$ cat src/design/pdd_pkg.sv
`default_nettype none

package pdd_pkg;

  // Working format: signed Q7.24 in 32 bits
  localparam int W_FRAC = 24;
  localparam logic signed [31:0] W_MAX = 32'sh7FFF_FFFF;
  localparam logic signed [31:0] W_MIN = 32'sh8000_0000;
  localparam logic signed [31:0] W_ONE = 32'sh0100_0000;

  // Divider geometry: |pixel*2^16 - center| fits 28 bits
  localparam int MAG_W   = 28;
  localparam int NUM_W   = MAG_W + W_FRAC;
  localparam int Q_BITS  = 32;
  localparam int DIV_LAT = Q_BITS + 2;

  localparam int DIST_LAT = 10;

  typedef enum logic [2:0] {
    REG_FOCAL_X     = 3'd0,
    REG_FOCAL_Y     = 3'd1,
    REG_CENTER_X    = 3'd2,
    REG_CENTER_Y    = 3'd3,
    REG_DEPTH_SCALE = 3'd4,
    REG_DIST_MODEL  = 3'd5,
    REG_RADIAL      = 3'd6,
    REG_TANGENTIAL  = 3'd7
  } cfg_reg_t;

  localparam logic [1:0] DM_NONE   = 2'd0;
  localparam logic [1:0] DM_INV_BC = 2'd1;
  localparam logic [1:0] DM_FWD_BC = 2'd2;
  localparam logic [1:0] DM_FTHETA = 2'd3;

  typedef struct packed {
    logic               model_error;
    logic signed [31:0] point_z;
    logic signed [31:0] point_y;
    logic signed [31:0] point_x;
  } point_t;

  function automatic logic signed [31:0] sat_w(input logic signed [47:0] v);
    logic signed [31:0] r;
    if (v > 48'(W_MAX)) begin
      r = W_MAX;
    end else if (v < 48'(W_MIN)) begin
      r = W_MIN;
    end else begin
      r = v[31:0];
    end
    return r;
  endfunction

  // Product of two W values, shifted down by the fraction, floor rounding
  function automatic logic signed [39:0] mul_hi(input logic signed [63:0] p);
    return p[63:W_FRAC];
  endfunction

  // Signed Q1.18 coefficient to W
  function automatic logic signed [31:0] coef_w(input logic [19:0] c);
    return {{6{c[19]}}, c, 6'b0};
  endfunction

endpackage

`default_nettype wire

$ cat src/design/pdd_divide.sv
`default_nettype none

module pdd_divide (
  input  wire logic                      clk,
  input  wire logic                      en,
  input  wire logic [pdd_pkg::MAG_W-1:0] pix_q,
  input  wire logic [pdd_pkg::MAG_W-1:0] center,
  input  wire logic [pdd_pkg::MAG_W-1:0] focal,
  output logic signed [31:0]             quot
);
  import pdd_pkg::*;

  logic [NUM_W-1:0]  rem [0:Q_BITS-1];
  logic [Q_BITS-1:0] quo [0:Q_BITS];
  logic              neg [0:Q_BITS];
  logic              ovf [0:Q_BITS];

  logic signed [MAG_W:0] diff;
  logic [MAG_W-1:0]      mag;
  logic                  big;

  always_comb begin
    diff = $signed({1'b0, pix_q}) - $signed({1'b0, center});
    mag  = diff[MAG_W] ? MAG_W'(-diff) : diff[MAG_W-1:0];
    // quotient would not fit 32 bits; zero focal with a nonzero difference lands here too
    big  = (mag != '0) && ({8'b0, mag} >= {focal, 8'b0});
  end

  always_ff @(posedge clk) begin
    if (en) begin
      rem[0] <= {mag, {W_FRAC{1'b0}}};
      quo[0] <= '0;
      neg[0] <= diff[MAG_W];
      ovf[0] <= big;
    end
  end

  // One quotient bit per stage, most significant first
  for (genvar j = 0; j < Q_BITS; j++) begin : g_stage
    localparam int SH = Q_BITS - 1 - j;
    logic [59:0] dsh;
    logic        ge;

    // zero focal leaves every quotient bit clear
    always_comb begin
      dsh = 60'(focal) << SH;
      ge  = (focal != '0) && (60'(rem[j]) >= dsh);
    end

    always_ff @(posedge clk) begin
      if (en) begin
        quo[j+1] <= quo[j] | (ge ? (Q_BITS'(1) << SH) : '0);
        neg[j+1] <= neg[j];
        ovf[j+1] <= ovf[j];
      end
    end

    if (j < Q_BITS - 1) begin : g_rem
      logic [59:0] sub;

      assign sub = 60'(rem[j]) - dsh;

      always_ff @(posedge clk) begin
        if (en) begin
          rem[j+1] <= ge ? sub[NUM_W-1:0] : rem[j];
        end
      end
    end
  end

  always_ff @(posedge clk) begin
    if (en) begin
      priority if (ovf[Q_BITS]) begin
        quot <= neg[Q_BITS] ? W_MIN : W_MAX;
      end else if (neg[Q_BITS]) begin
        quot <= (quo[Q_BITS] > 32'h8000_0000) ? W_MIN : $signed(-quo[Q_BITS]);
      end else begin
        quot <= quo[Q_BITS][31] ? W_MAX : $signed(quo[Q_BITS]);
      end
    end
  end

endmodule

`default_nettype wire

$ cat config.mk
export PLATFORM = sky130hd
export DESIGN_NAME = pdd_divide
export DESIGN_NICKNAME = d
export VERILOG_FILES = /design/src/design/pdd_pkg.sv /design/src/design/pdd_divide.sv
export SDC_FILE = /design/constraint.sdc
export NUM_CORES = 2
export LEC_CHECK = 0
export ABC_CLOCK_PERIOD_IN_PS = 14640
export BUFFER_PORTS_ARGS = -buffer_cell sky130_fd_sc_hd__buf_2
export CAP_MARGIN = 20
export CORE_ASPECT_RATIO = 1.4
export CORE_MARGIN = 3
export CORE_UTILIZATION = 60
export DETAILED_ROUTE_END_ITERATION = 6
export GPL_TIMING_DRIVEN = 1
export PLACE_DENSITY = 0.76
export SLEW_MARGIN = 30
export SYNTH_ARGS = -nofsm -noshare
export SYNTH_HDL_FRONTEND = slang
export SYNTH_SLANG_ARGS = --single-unit
$ cat constraint.sdc
create_clock -name clk -period 14.64 [get_ports clk]
set_input_delay 0.732 -clock clk [delete_from_list [all_inputs] [get_ports clk]]
set_output_delay 0.732 -clock clk [all_outputs]
set_load 0.01 [all_outputs]
# [Yosys cells after proc, flatten, opt, wreduce, memory -nomap -nowiden]
# Memories as Yosys holds them, arrays and structs flattened.
# Index checks and enable logic that the tools add are counted.
[totals] register_bits=32 ramBits=2786 input_bits=86 output_inout_bits=32 word_cells=211 memories=4
[op_classes] add_sub_neg=34 magnitude_cmp=34 n_mux=71 bitwise_logic=32 reduce_logical=35
[memory_table] memory="rem" words=32 word_bits=52 rd=32 rd_ports_with_merged_regs=0 wr=32 line_no="pdd_divide.sv:13" rtl="logic [NUM_W-1:0] rem [0:Q_BITS-1];"
[memory_table] memory="quo" words=33 word_bits=32 rd=33 rd_ports_with_merged_regs=0 wr=33 line_no="pdd_divide.sv:14" rtl="logic [Q_BITS-1:0] quo [0:Q_BITS];"
[memory_table] memory="neg" words=33 word_bits=1 rd=33 rd_ports_with_merged_regs=0 wr=33 line_no="pdd_divide.sv:15" rtl="logic neg [0:Q_BITS];"
[memory_table] memory="ovf" words=33 word_bits=1 rd=33 rd_ports_with_merged_regs=0 wr=33 line_no="pdd_divide.sv:16" rtl="logic ovf [0:Q_BITS];"
[op_table] cell="$mux 52" n=31
[op_table] cell="$sub 52x52->52" n=8
[op_table] cell="$mux 32" n=5
[op_table] cell="$mux 31" n=2
[op_table] cell="$ge 52x59->1" n=1
[op_table] cell="$ge 52x58->1" n=1
[op_table] cell="$ge 52x57->1" n=1
[op_table] cell="$ge 52x56->1" n=1
[op_table] cell="$mux 28" n=2
[op_table] cell="$reduce_bool 28->1" n=2
[op_table] cell="$ge 52x55->1" n=1
[op_table] cell="$ge 52x54->1" n=1
[op_table] cell="$ge 52x53->1" n=1
[op_table] cell="$ge 52x28->1" n=1
[op_table] cell="$ge 52x29->1" n=1
[op_table] cell="$ge 52x30->1" n=1
[op_table] cell="$ge 52x31->1" n=1
[op_table] cell="$ge 52x32->1" n=1
[op_table] cell="$ge 52x33->1" n=1
[op_table] cell="$ge 52x34->1" n=1
[op_table] cell="$ge 52x35->1" n=1
[op_table] cell="$ge 52x36->1" n=1
[op_table] cell="$ge 52x37->1" n=1
[op_table] cell="$ge 52x38->1" n=1
[op_table] cell="other kinds (104)" n=138

# [Depth between registers and ports, before layout]
[logic_depth] ltp_word=5 depth_mapped=28 depth_no_buf=26

# [Worst setup path before layout]
# No wires, ideal clock.
[synth_path] path_type="input to register" startpoint="input port pix_q[0] (netlist name)" endpoint="memory ovf[0], data pin" setup_ns=0.270 arrival_ns=5.048 required_time_ns=14.370 slack_ns=9.322 path_stages=27 path_buffers=1 cell_sequence="inv_1 ha_1 inv_1 fa_1 a21o_1 a22o_1 o21ai_1 o21ai_1 a31o_2 a21o_1 inv_1 clkbuf_1 o21ai_0 xnor2_1 ha_1 nor2b_1 o21a_1 o21a_1 o21a_1 o21ai_0 nand2b_1 a21oi_1 o21ai_0 a21o_1 a221oi_1 a211o_1 a221oi_2"
[synth_rtl] element="start: declaration" line_no="pdd_divide.sv:6" rtl="input wire logic [pdd_pkg::MAG_W-1:0] pix_q,"
[synth_rtl] element="end: declaration" line_no="pdd_divide.sv:16"

==> results.sh <==
export IMPL_status="complete, no violations"
export IMPL_initial_utilization=0.605
export IMPL_yosys_register_bits=1798
export IMPL_postSynth_asyncResetShare=0
export IMPL_final_setup_tns_ns=0
export IMPL_hold_viol_final=0
export IMPL_detailedPlace_worstSlack_ns=8.39
export IMPL_power_per_cell_area_mw_per_mm2=189
export IMPL_rsz0062_at_grt="no"
export IMPL_synth_compound_area_share=0.152
export IMPL_synthXorXnorAreaFrac=0.0763
export IMPL_tritoncts_num_buffers=186
export IMPL_setup_crit_end_kind="flip-flop"
export IMPL_cts_tree="built"
export IMPL_drtPass1Iterations=6
export IMPL_htreeDepth=4
export IMPL_commonest_cells_after_routing_fill_and_taps_aside="sky130_fd_sc_hd__edfxtp_1 (1798), sky130_fd_sc_hd__nand2_1 (982), sky130_fd_sc_hd__ha_1 (918)"
export IMPL_fin_ws_ns=9.21
export IMPL_arrival_ns=6.01
export IMPL_seq_area_mm2=0.0540
export IMPL_routed_top_layer="met5"
export IMPL_crit_fanout=20
export IMPL_dr_wl_met3_um=17600
export IMPL_first_global_vias=83500
export IMPL_worst_endpoint_required_ns=15.21
export IMPL_multi_input_area_mm2=0.0565
export IMPL_m1WireLength_um=111000
export IMPL_setup_skew_ns=0.0610
export IMPL_design_final_nets=11600
export IMPL_final_core_util=0.660
export IMPL_hold_path_class="in -> reg"
export IMPL_synthSimpleGateAreaFrac=0.134
export IMPL_final_period_utilization=0.371
export IMPL_synth_edff_count=1798
export IMPL_globalRoute_totalOverflow=0
export IMPL_gr_usage_all_layers=0.312
export IMPL_total_core_area_mm2=0.186
export IMPL_grt_antenna_before_repair=10
export IMPL_layout_cells_most_common="sky130_fd_sc_hd__edfxtp_1"
export IMPL_clock_tree_buffer_depth=4
export IMPL_place_hpwl_um=221000
export IMPL_fmax_mhz=184
export IMPL_layout_area_overhead_vs_synth_pct=9.14
export IMPL_fill_cells=14100
export IMPL_relSlewSlack=0.320
export IMPL_cts_hold_repair_buffers=0
export IMPL_post_synth_top_area_cell="sky130_fd_sc_hd__edfxtp_1"
export IMPL_cts_sink_count=1798
export IMPL_die_h_um=518
export IMPL_power_leakage_nw=47.2
export IMPL_portion_of_the_post_synthesis_area_used_by_sequential_elements=0.481
export IMPL_die_w_um=372
export IMPL_fp_dieArea_mm2=0.193
export IMPL_syn_inst=10400
export IMPL_io_buffer_count=117
export IMPL_post_synth_num_cell_types=98
export IMPL_crit_path_start_kind="input pin"
export IMPL_route_detailed_drc=0
export IMPL_fin_worst_hold_slack_ns=0.273
export IMPL_grt_start_max_net_pins=182
export IMPL_synth_net_count=11400
export IMPL_floorplan_rows=187
export IMPL_worst_pin_slew_ns=1.02
export IMPL_post_drt_wl_per_cell_um=23.4
export IMPL_yosys_area_share_adder=0.108
export IMPL_mappedNetlistArea_mm2=0.112
export IMPL_num_vias=84400
export IMPL_gp_routability_congestion=0.954
export IMPL_antenna_left=0
export IMPL_timing_final_crit_period_ns=5.43
export IMPL_io_pin_count=118
export IMPL_drt_total_wl_um=308000
export IMPL_power_ir_vdd_worst_v=0.000107
export IMPL_layout_drive_gt1_share=0.0852
export IMPL_ys_warn_count=0
export IMPL_route_detailed_vias_per_inst=6.40
export IMPL_design_power_total_mw=23.2
export IMPL_drt_first_iter_violations=6396
export IMPL_grt_first_pass_wirelength_um=465000
export IMPL_ctsRootBufferMaster="sky130_fd_sc_hd__clkbuf_16"
export IMPL_cts_resized=0
export IMPL_report_final_setup_viol=0
export IMPL_routed_wl_met2_um=152000
export IMPL_setup_worst_path_class="in -> reg"
export IMPL_clock_insertion_delay_at_the_later_pin_of_the_skew_report_ns=0.86
export IMPL_clkSlewWorstSetupHoldPaths_ns=0.06
export IMPL_mapped_avg_cell_area_um2=10.8
export IMPL_combinational_family_with_the_most_area_after_synthesis="compound AO/OA/AOI/OAI gates"
export IMPL_postCtsSetupBuffers=0
export IMPL_ys_flop_type="sky130_fd_sc_hd__edfxtp_1"
export IMPL_synth_area_leaders="sky130_fd_sc_hd__edfxtp_1 (48%), sky130_fd_sc_hd__ha_1 (10%), sky130_fd_sc_hd__xnor2_1 (4.0%), sky130_fd_sc_hd__xor2_1 (3.6%), sky130_fd_sc_hd__o21ai_0 (3.4%)"
export IMPL_report_final_slew_viol_count=0
export IMPL_mux_cell_area_share_after_synthesis=0.0306
export IMPL_synth_top_area_frac=0.481
export IMPL_maxCapViolations=0
-- sequential cells by signal (all words and copies together) (netlist names) --
name,count
neg,33
ovf,33
quo,528
quot,32
rem,1172
-- synthesized netlist by cell type, drive strengths merged, types with 22 or more instances --
master / n
xnor2: 519
fa: 32
nor2: 615
o21bai: 79
nor2b: 156
mux2i: 35
nand4: 154
and3: 89
buf: 39
o22ai: 27
and2: 50
or4: 30
edfxtp: 1798
a31oi: 86
or2: 53
o211ai: 30
nor4: 116
o21ai: 840
xor2: 460
nand3b: 31
nand2b: 160
mux2: 274
a2111oi: 22
o31ai: 90
nand2: 982
a21o: 385
a211o: 36
nor3: 262
or3: 104
o21a: 109
a211oi: 74
inv: 335
clkbuf: 176
nand3: 179
ha: 918
a31o: 40
a21oi: 653
a21boi: 60
-- area by class of cell --
cell class | instances | share of cell area
timing repair buffer | 211 | 0.0120
inverter | 335 | 0.0103
sequential | 1798 | 0.440
clock inverter | 118 | 0.0125
clock buffer | 211 | 0.0389
multi-input combinational | 8041 | 0.461
tap | 2457 | 0.0251
antenna | 4 | 0.0000816
-- layer usage --
metal	up-vias	GRT usage
met1	40600	0.344
met5	-	0
li1	39500	-
met2	3129	0.538
met3	1140	0.0437
met4	8	0.242
-- metrics by stage --
stage | std cells | cell area [µm²]
2_1_floorplan | 10400 | 112000
3_3_place_gp | 12800 | 116000
3_5_place_dp | 12800 | 116000
4_1_cts | 13200 | 123000
5_1_grt | 13200 | 123000
6_report | 13200 | 123000
-- final timing paths --
kind                            slack (ns)                    end                       from  cells past startpoint
worst max-delay path                  9.21       ovf[0]$_DFFE_PP_                   pix_q[0]                     28
worst max register to register        9.77   rem[3][45]$_DFFE_PP_  rem[2][373]$_SDFFCE_PN0P_                     14
worst min-delay path                  0.27   quo[0][63]$_DFFE_PP_                  focal[21]                      2
worst min register to register        0.39  quo[0][438]$_DFFE_PP_      quo[0][406]$_DFFE_PP_                      0
-- cells by family after synthesis --
family                   Yosys count
AND/OR/NAND/NOR                 3078
AO/OA/AOI/OAI                   2725
flip-flops                      1798
XOR/XNOR                         979
adder cells (fa/ha/maj)          950
buffers and inverters            550
multiplexers                     309
-- worst max-delay path: stages --
cell	delay, ns
sky130_fd_sc_hd__buf_2	0.10
sky130_fd_sc_hd__inv_1	0.05
sky130_fd_sc_hd__ha_1	0.18
sky130_fd_sc_hd__inv_1	0.06
sky130_fd_sc_hd__fa_1	0.39
sky130_fd_sc_hd__a21o_1	0.22
sky130_fd_sc_hd__a22o_1	0.25
sky130_fd_sc_hd__o21ai_1	0.28
sky130_fd_sc_hd__o21ai_1	0.24
sky130_fd_sc_hd__a31o_2	0.29
sky130_fd_sc_hd__a21o_1	0.18
sky130_fd_sc_hd__buf_4	0.20
sky130_fd_sc_hd__inv_1	0.35
sky130_fd_sc_hd__o21ai_0	0.20
sky130_fd_sc_hd__xnor2_1	0.27
sky130_fd_sc_hd__ha_1	0.29
sky130_fd_sc_hd__nor2b_1	0.14
sky130_fd_sc_hd__o21a_1	0.16
sky130_fd_sc_hd__o21a_1	0.16
sky130_fd_sc_hd__o21a_1	0.17
sky130_fd_sc_hd__o21ai_0	0.15
sky130_fd_sc_hd__nand2b_1	0.07
sky130_fd_sc_hd__a21oi_1	0.14
sky130_fd_sc_hd__o21ai_0	0.10
sky130_fd_sc_hd__a21o_1	0.18
sky130_fd_sc_hd__a221oi_1	0.24
sky130_fd_sc_hd__a211o_1	0.15
sky130_fd_sc_hd__a221oi_2	0.05
-- report_power, final --
group	internal, mW	leakage [nW]	switching (mW)
sequential	7.57	17.3	1.02
combinational	4.11	26.8	5.50
clock	2.94	3.07	2.04
total	14.6	47.2	8.57
No activity file was read; power rests on OpenSTA's default activity.
